## config.mk

```make
export PLATFORM = sky130hd
export DESIGN_NAME = http_chunked_body_decoder
export DESIGN_NICKNAME = d
export VERILOG_FILES = /design/src/design/hcd_pkg.sv /design/src/design/hcd_size_parse.sv /design/src/design/http_chunked_body_decoder.sv
export SDC_FILE = /design/constraint.sdc
export NUM_CORES = 1
export LEC_CHECK = 0
export ABC_AREA = 0
export BUFFER_PORTS_ARGS = -buffer_cell sky130_fd_sc_hd__buf_4
export CELL_PAD_IN_SITES_DETAIL_PLACEMENT = 1
export CELL_PAD_IN_SITES_GLOBAL_PLACEMENT = 1
export CORE_MARGIN = 5
export CORE_UTILIZATION = 47
export DETAILED_ROUTE_END_ITERATION = 6
export GPL_TIMING_DRIVEN = 0
export HOLD_SLACK_MARGIN = 0.1
export PLACE_DENSITY = 0.82
export SETUP_SLACK_MARGIN = 0.05
export SLEW_MARGIN = 5
export SYNTH_ARGS = -nofsm -noshare
export SYNTH_HDL_FRONTEND = slang
export SYNTH_SLANG_ARGS = --single-unit
```

## constraint.sdc

```tcl
create_clock -name clk -period 3.65 [get_ports clk]
set_input_delay 0.73 -clock clk [delete_from_list [all_inputs] [get_ports clk]]
set_output_delay 0.73 -clock clk [all_outputs]
set_load 0.01 [all_outputs]
```

## src/design/hcd_pkg.sv

```systemverilog
// package for the chunked body decoder: sizes, codes and shared types
// no dependencies; imported by hcd_size_parse, http_chunked_body_decoder and the testbench
`timescale 1ns / 1ps

package hcd_pkg;

  localparam int MAX_LINE    = 10;
  localparam int SIZE_BITS   = 32;
  localparam int LINE_CNT_W  = 4;

  localparam logic [7:0] CHAR_CR = 8'h0d;
  localparam logic [7:0] CHAR_LF = 8'h0a;

  typedef enum logic [1:0] {
    KIND_LINE = 2'd0,
    KIND_PAY  = 2'd1,
    KIND_END  = 2'd2,
    KIND_ERR  = 2'd3
  } kind_t;

  typedef enum logic [3:0] {
    MODE_LINE = 4'b0001,
    MODE_DATA = 4'b0010,
    MODE_DONE = 4'b0100,
    MODE_ERR  = 4'b1000
  } mode_t;

  typedef enum logic [2:0] {
    PH_SKIP   = 3'b001,
    PH_DIGITS = 3'b010,
    PH_STOP   = 3'b100
  } phase_t;

  typedef struct packed {
    phase_t                 phase;
    logic [SIZE_BITS-1:0]   accum;
  } parse_t;

endpackage

```

## src/design/hcd_size_parse.sv

```systemverilog
// hex size parser step: whitespace skip, digit accumulate, saturation
// depends on hcd_pkg
`timescale 1ns / 1ps

module hcd_size_parse (
  input  logic [7:0]     data_byte,
  input  hcd_pkg::parse_t cur,
  output hcd_pkg::parse_t nxt
);
  import hcd_pkg::*;

  logic       is_digit;
  logic       is_ws;
  logic [3:0] digit_val;
  phase_t     phase_new;

  always_comb begin
    is_digit  = 1'b1;
    digit_val = 4'd0;
    case (data_byte) inside
      [8'h30:8'h39]: digit_val = data_byte[3:0];
      [8'h61:8'h66]: digit_val = 4'(data_byte - 8'h57);
      [8'h41:8'h46]: digit_val = 4'(data_byte - 8'h37);
      default:       is_digit  = 1'b0;
    endcase
    is_ws = (data_byte == 8'h20) || ((data_byte >= 8'h09) && (data_byte <= 8'h0d));
  end

  always_comb begin
    phase_new = cur.phase;
    if ((cur.phase == PH_SKIP) && !is_ws) begin
      phase_new = is_digit ? PH_DIGITS : PH_STOP;
    end else if ((cur.phase == PH_DIGITS) && !is_digit) begin
      phase_new = PH_STOP;
    end

    nxt.phase = phase_new;
    nxt.accum = cur.accum;
    if ((phase_new == PH_DIGITS) && is_digit) begin
      // saturate once another nibble would overflow
      if (cur.accum[SIZE_BITS-1 -: 4] != 4'd0) begin
        nxt.accum = '1;
      end else begin
        nxt.accum = {cur.accum[SIZE_BITS-5:0], digit_val};
      end
    end
  end

endmodule

```

## src/design/http_chunked_body_decoder.sv

```systemverilog
// each accepted input beat gives its result beat from the result register in the next cycle
// throughput: one byte per cycle; in_ready only falls while a result is held and out_ready is low
// the decode state and the result register update in the same cycle as the accept
// reset (rst_n, synchronous, active low) returns to size-line mode with empty line state
// top level of the chunked body decoder; depends on hcd_pkg and hcd_size_parse
`timescale 1ns / 1ps

module http_chunked_body_decoder (
  input  logic       clk,
  input  logic       rst_n,
  input  logic       in_valid,
  output logic       in_ready,
  input  logic [7:0] in_byte,
  output logic       out_valid,
  input  logic       out_ready,
  output logic [1:0] out_kind,
  output logic [7:0] out_byte,
  output logic       out_chunk_last
);
  import hcd_pkg::*;

  // decode state
  mode_t                   mode_r, mode_nxt;
  logic [LINE_CNT_W-1:0]   line_cnt_r, line_cnt_nxt;
  logic                    prev_cr_r, prev_cr_nxt;
  parse_t                  parse_r, parse_nxt;
  logic [SIZE_BITS-1:0]    remain_r, remain_nxt;

  // result register
  logic                    out_valid_r, out_valid_nxt;
  kind_t                   kind_r, kind_nxt;
  logic [7:0]              byte_r, byte_nxt;
  logic                    last_r, last_nxt;

  parse_t                  parse_step;
  logic                    in_fire;
  logic [LINE_CNT_W-1:0]   cnt_inc;
  logic [SIZE_BITS-1:0]    remain_dec;
  logic                    line_ends;

  // the result register frees up in the same cycle it is taken
  assign in_ready = !out_valid_r || out_ready;
  assign in_fire  = in_valid && in_ready;

  hcd_size_parse u_parse (
    .data_byte (in_byte),
    .cur       (parse_r),
    .nxt       (parse_step)
  );

  assign cnt_inc    = line_cnt_r + LINE_CNT_W'(1);
  assign remain_dec = (remain_r == '0) ? '0 : remain_r - SIZE_BITS'(1);
  // a bare cr lf at the start of a line is whitespace, not a line end
  assign line_ends  = (cnt_inc > LINE_CNT_W'(2)) && prev_cr_r && (in_byte == CHAR_LF);

  always_comb begin
    mode_nxt      = mode_r;
    line_cnt_nxt  = line_cnt_r;
    prev_cr_nxt   = prev_cr_r;
    parse_nxt     = parse_r;
    remain_nxt    = remain_r;
    kind_nxt      = kind_r;
    byte_nxt      = byte_r;
    last_nxt      = last_r;
    out_valid_nxt = out_valid_r && !out_ready;

    if (in_fire) begin
      out_valid_nxt = 1'b1;
      kind_nxt      = KIND_LINE;
      byte_nxt      = 8'd0;
      last_nxt      = 1'b0;
      case (mode_r)
        MODE_DONE: begin
          kind_nxt = KIND_END;
        end
        MODE_ERR: begin
          kind_nxt = KIND_ERR;
        end
        MODE_DATA: begin
          // payload passes straight through
          kind_nxt   = KIND_PAY;
          byte_nxt   = in_byte;
          remain_nxt = remain_dec;
          if (remain_dec == '0) begin
            last_nxt = 1'b1;
            mode_nxt = MODE_LINE;
          end
        end
        MODE_LINE: begin
          if (line_cnt_r >= LINE_CNT_W'(MAX_LINE)) begin
            // over-long size line, byte is accepted but not parsed
            mode_nxt = MODE_ERR;
            kind_nxt = KIND_ERR;
          end else if (line_ends) begin
            line_cnt_nxt    = '0;
            prev_cr_nxt     = 1'b0;
            parse_nxt.phase = PH_SKIP;
            parse_nxt.accum = '0;
            if (parse_step.accum == '0) begin
              mode_nxt = MODE_DONE;
              kind_nxt = KIND_END;
            end else begin
              remain_nxt = parse_step.accum;
              mode_nxt   = MODE_DATA;
            end
          end else begin
            line_cnt_nxt = cnt_inc;
            prev_cr_nxt  = (in_byte == CHAR_CR);
            parse_nxt    = parse_step;
          end
        end
        default: begin
          mode_nxt = MODE_ERR;
          kind_nxt = KIND_ERR;
        end
      endcase
    end
  end

  always_ff @(posedge clk) begin
    if (!rst_n) begin
      mode_r          <= MODE_LINE;
      line_cnt_r      <= '0;
      prev_cr_r       <= 1'b0;
      parse_r.phase   <= PH_SKIP;
      parse_r.accum   <= '0;
      remain_r        <= '0;
      out_valid_r     <= 1'b0;
    end else begin
      mode_r          <= mode_nxt;
      line_cnt_r      <= line_cnt_nxt;
      prev_cr_r       <= prev_cr_nxt;
      parse_r         <= parse_nxt;
      remain_r        <= remain_nxt;
      out_valid_r     <= out_valid_nxt;
    end
  end

  always_ff @(posedge clk) begin
    kind_r <= kind_nxt;
    byte_r <= byte_nxt;
    last_r <= last_nxt;
  end

  assign out_valid      = out_valid_r;
  assign out_kind       = kind_r;
  assign out_byte       = byte_r;
  assign out_chunk_last = last_r;

  // done and error are sticky
  a_done_sticky: assert property (@(posedge clk) disable iff (!rst_n)
    mode_r == MODE_DONE |=> mode_r == MODE_DONE)
    else $error("done state left");

  a_err_sticky: assert property (@(posedge clk) disable iff (!rst_n)
    mode_r == MODE_ERR |=> mode_r == MODE_ERR)
    else $error("error state left");

  // a byte beyond the line limit raises the error result
  a_line_limit: assert property (@(posedge clk) disable iff (!rst_n)
    in_fire && mode_r == MODE_LINE && line_cnt_r >= LINE_CNT_W'(MAX_LINE)
    |=> mode_r == MODE_ERR && out_valid_r && kind_r == KIND_ERR)
    else $error("line limit not enforced");

  // the last payload byte of a chunk returns to line mode
  a_chunk_end: assert property (@(posedge clk) disable iff (!rst_n)
    in_fire && mode_r == MODE_DATA && remain_r == SIZE_BITS'(1)
    |=> mode_r == MODE_LINE && last_r && kind_r == KIND_PAY)
    else $error("chunk end missed");

  // only payload beats carry data or the chunk end mark
  a_pay_fields: assert property (@(posedge clk) disable iff (!rst_n)
    out_valid_r && kind_r != KIND_PAY |-> byte_r == 8'd0 && !last_r)
    else $error("non-payload beat carries data");

endmodule

```

==> reports/summary.md <==
### Yosys
* 0% — post-synthesis async set-or-reset flop share
* 0 — Yosys Warn Count
* 11 — number of enable flip-flop cells after synthesis
* 7.58 µm² — per-instance average area after synthesis
* sky130_fd_sc_hd__dfxtp_1 — most used flip-flop cell after synthesis
* 0.00579 mm² — Synth Cell Area
* 32.3% — sequential share of the synthesized area
* 26.6% — Synth top area share
* 88 — FF+latch count, synth
* 764 — gate count of the mapped netlist
* 785 — number of nets in the synthesized netlist
* sky130_fd_sc_hd__dfxtp_1 — cell taking the most area after synthesis
* sky130_fd_sc_hd__dfxtp_1 (27%), sky130_fd_sc_hd__a21oi_1 (5.8%), sky130_fd_sc_hd__edfxtp_1 (5.7%) — top post-synthesis cells by area
* 73 — distinct cell type count of the synthesized netlist

### Final layout
* 828 — nets
* 12.9% — ratio of cells with drive above 1 in the final layout
* 16.3% — layout-stage area growth over the synthesis result
* 0.00674 mm² — final std cell area, no fill
* sky130_fd_sc_hd__nor2_1 — leading cell type in the layout, fill and taps excluded
* sky130_fd_sc_hd__nor2_1 (78), sky130_fd_sc_hd__dfxtp_1 (77), sky130_fd_sc_hd__nand2_1 (74) — top library cells by usage in the layout, fill and taps aside
* 0 — Diodes inserted

### Floorplanning
* 0.0146 mm² — DIE AREA
* 25 — number of primary I/O pins
* 0.0121 mm² — core region area
* 48.0% — initial standard-cell utilization of the core
* 121 µm — die height
* 121 µm — horizontal die dimension
* 40 — number of placement rows

### Critical path
* in -> reg — category of the critical setup timing path
* sky130_fd_sc_hd__or3b_1 — slowest CP cell
* 10 — Max Fanout on Critical Path
* 5 — Buf+Inv Stages, Crit Path
* 3900 ps — worst endpoint required time
* sky130_fd_sc_hd__buf_4 — Most common cell on crit path
* compound AO/OA/AOI/OAI gates — cell type group with the largest total delay on the critical path
* 390 ps — highest cell delay on the worst timing path
* input port — startpoint class of the critical path
* buf_4 > inv_1 > ha_2 > or3b_1 > and3_1 > a21oi_4 > or2_1 > clkbuf_4 > a32oi_4 > o41ai_4 > buf_4 > buf_6 > a211oi_1 > o21a_1 — cell-by-cell listing of the critical path
* 3760 ps — data arrival time of the worst path
* mode_r[2] — reg-to-reg critical path startpoint
* register — CP endpoint kind
* in_byte[0] — crit path from

### Global routing
* 17 — largest net degree at the start of global routing
* 0 — GR Overflow Total
* 1 — antenna violations before repair
* 37.5 mm — wire length of the first global-routing pass
* 32.9% — overall global routing resource usage
* 6610 — via count of the first global-routing pass

### Flow run
* 0 — number of maximum-capacitance constraint violations

### Drt
* 10.2 mm — met1 wire length
* 1.92 mm — detailed-routed wire length on met3
* 6.79 — via-per-instance ratio
* 0 — number of nets with antenna violations after detailed routing
* met4 — Top Layer Used
* 24.5 µm — routed len/inst
* 5 — first-pass detailed-route iteration total
* 738 — drt first-iter violations
* 24.0 mm — Post-Route WL
* 11.0 mm — met2 routed wirelength
* 6657 — vias after detailed routing
* 0 — drt drc

### Clock tree
* 350 ps — clock latency reported for the late side of the worst-skew pair
* 2 — Longest Clk Path Bufs
* yes — clock tree from TritonCTS
* sky130_fd_sc_hd__clkbuf_16 — library cell used as clock root buffer
* 88 — clock sink total
* 9 — clock buffer count from CTS
* 0 — Hold Buf Count CTS
* 60 ps — clock-pin slew reported for the worst setup and hold paths after clock tree synthesis
* 3 — number of levels the H-tree was split into

### Pwr
* 0.00281 W — Total Power
* 2.38 nW — static leakage
* 276 µV — worst supply voltage drop on vdd
* 418 mW/mm² — Cell Pwr Density

### Timing
* 284 MHz — timing-limited maximum frequency
* 96.3% — Final period util
* no — setup repair after global routing missed its margin
* 10.9 ps — clock skew
* 3520 ps — minimum period implied by the final worst setup slack
* 0 — Final Max Slew Viols
* 0 — number of endpoints failing setup at the final stage
* 1330 ps — actual slew at the worst max-slew pin
* 0 — final hold violations
* 10.0% — headroom to the max-slew limit

### Worst hold path
* prev_cr_r — HP Start
* reg -> reg — Tightest Hold Check Type

### Place
* 1.00 — weighted congestion reported at the end of routability-driven placement
* 17.4 mm — post-detail-place hpwl
* 0.00617 mm² — area after detailed placement
* 23 — Buffers on Ports

### Status
* complete, no violations — outcome

per-layer routing:
| metal | track usage, % | vias up |
|---|---|---|
| li1 | - | 2968 |
| met1 | 43.9 | 3296 |
| met3 | 5.69 | 71 |
| met2 | 52.0 | 322 |
| met5 | 0 | - |
| met4 | 14.4 | 0 |
where the power goes:
group	internal (W)	switching, W	total (W)
Clock	0.000637	0.000416	0.00105
Combinational	0.000226	0.000505	0.000731
Sequential	0.00101	0.0000257	0.00103
synth_stat cells (7+ instances only):
library cell,count
sky130_fd_sc_hd__a211oi_1,10
sky130_fd_sc_hd__and2_1,11
sky130_fd_sc_hd__a22oi_1,10
sky130_fd_sc_hd__or4_1,9
sky130_fd_sc_hd__o32ai_1,14
sky130_fd_sc_hd__nand3_1,16
sky130_fd_sc_hd__or3_1,12
sky130_fd_sc_hd__nand4_1,12
sky130_fd_sc_hd__nor4_1,19
sky130_fd_sc_hd__clkbuf_1,55
sky130_fd_sc_hd__nor3_1,43
sky130_fd_sc_hd__nand2b_1,10
sky130_fd_sc_hd__o211ai_1,8
sky130_fd_sc_hd__mux2i_1,12
sky130_fd_sc_hd__nor2_1,80
sky130_fd_sc_hd__edfxtp_1,11
sky130_fd_sc_hd__a21oi_1,67
sky130_fd_sc_hd__inv_1,14
sky130_fd_sc_hd__o21ai_0,60
sky130_fd_sc_hd__nand2_1,75
sky130_fd_sc_hd__a31oi_1,7
sky130_fd_sc_hd__or2_2,7
sky130_fd_sc_hd__ha_1,9
sky130_fd_sc_hd__dfxtp_1,77
sky130_fd_sc_hd__o22ai_1,12
worst paths after layout:
check             cells past startpoint      endpoint  slack (ps)
setup / recovery                     14  remain_r[26]         130
hold / removal                        2     prev_cr_r         490
setup reg to reg                      7   remain_r[4]         210
hold reg to reg                       2     prev_cr_r         490
worst register-to-register path, cell delays in order (launching register included):
cell and delay [ps]:
sky130_fd_sc_hd__dfxtp_1 300, sky130_fd_sc_hd__clkbuf_1 200, sky130_fd_sc_hd__nor4b_1 1140, sky130_fd_sc_hd__clkbuf_1 500, sky130_fd_sc_hd__clkbuf_1 630, sky130_fd_sc_hd__nand3_1 280
sky130_fd_sc_hd__nand3_1 190, sky130_fd_sc_hd__a31oi_1 100
registers in the layout, summed over array words and instances, names as in the netlist:
| register | count |
|---|---|
| parse_r | 35 |
| remain_r | 32 |
| out_kind | 2 |
| out_byte | 8 |
| mode_r | 4 |
| prev_cr_r | 1 |
| out_valid | 1 |
| out_chunk_last | 1 |
| line_cnt_r | 4 |
per-stage QoR:
stage | instances | TNS [ps] | utilization (%) | setup slack [ps] | hold slack, ps
5_1_grt | 980 | 0 | 55.8 | 45.2 | 546
3_3_place_gp | 955 | -24370 | 51.2 | -721 | 476
3_5_place_dp | 955 | -28240 | 51.2 | -809 | 482
4_1_cts | 975 | 0 | 54.6 | 51.8 | 496
6_report | 980 | 0 | 55.8 | 134 | 489
2_1_floorplan | 764 | 0 | - | 246 | 454
timing repair:
action	CTS	global route
resized for setup	13	33
buffers inserted	4	5
pin swaps	3	2
setup endpoints to repair	50	53
area by class of cell:
cell class / instances / area, µm²
Fill cell: 1521 / 5330
Multi-Input combinational cell: 602 / 3770
Sequential cell: 88 / 1870
Buffer: 60 / 259
Clock buffer: 11 / 253
Timing Repair Buffer: 32 / 240
Tap cell: 168 / 210
Clock inverter: 5 / 78.8
Inverter: 14 / 56.3
kinds of logic after synthesis:
logic type / Yosys count / share of synthesized area (%)
xor+xnor: 8 / 1.21
flops: 88 / 32.3
fa+ha+maj: 9 / 1.94
compound gates: 245 / 28.3
simple gates: 328 / 29.2
mux: 12 / 2.07
buf+inv: 74 / 4.90
Power figures use the tool's default switching activity.
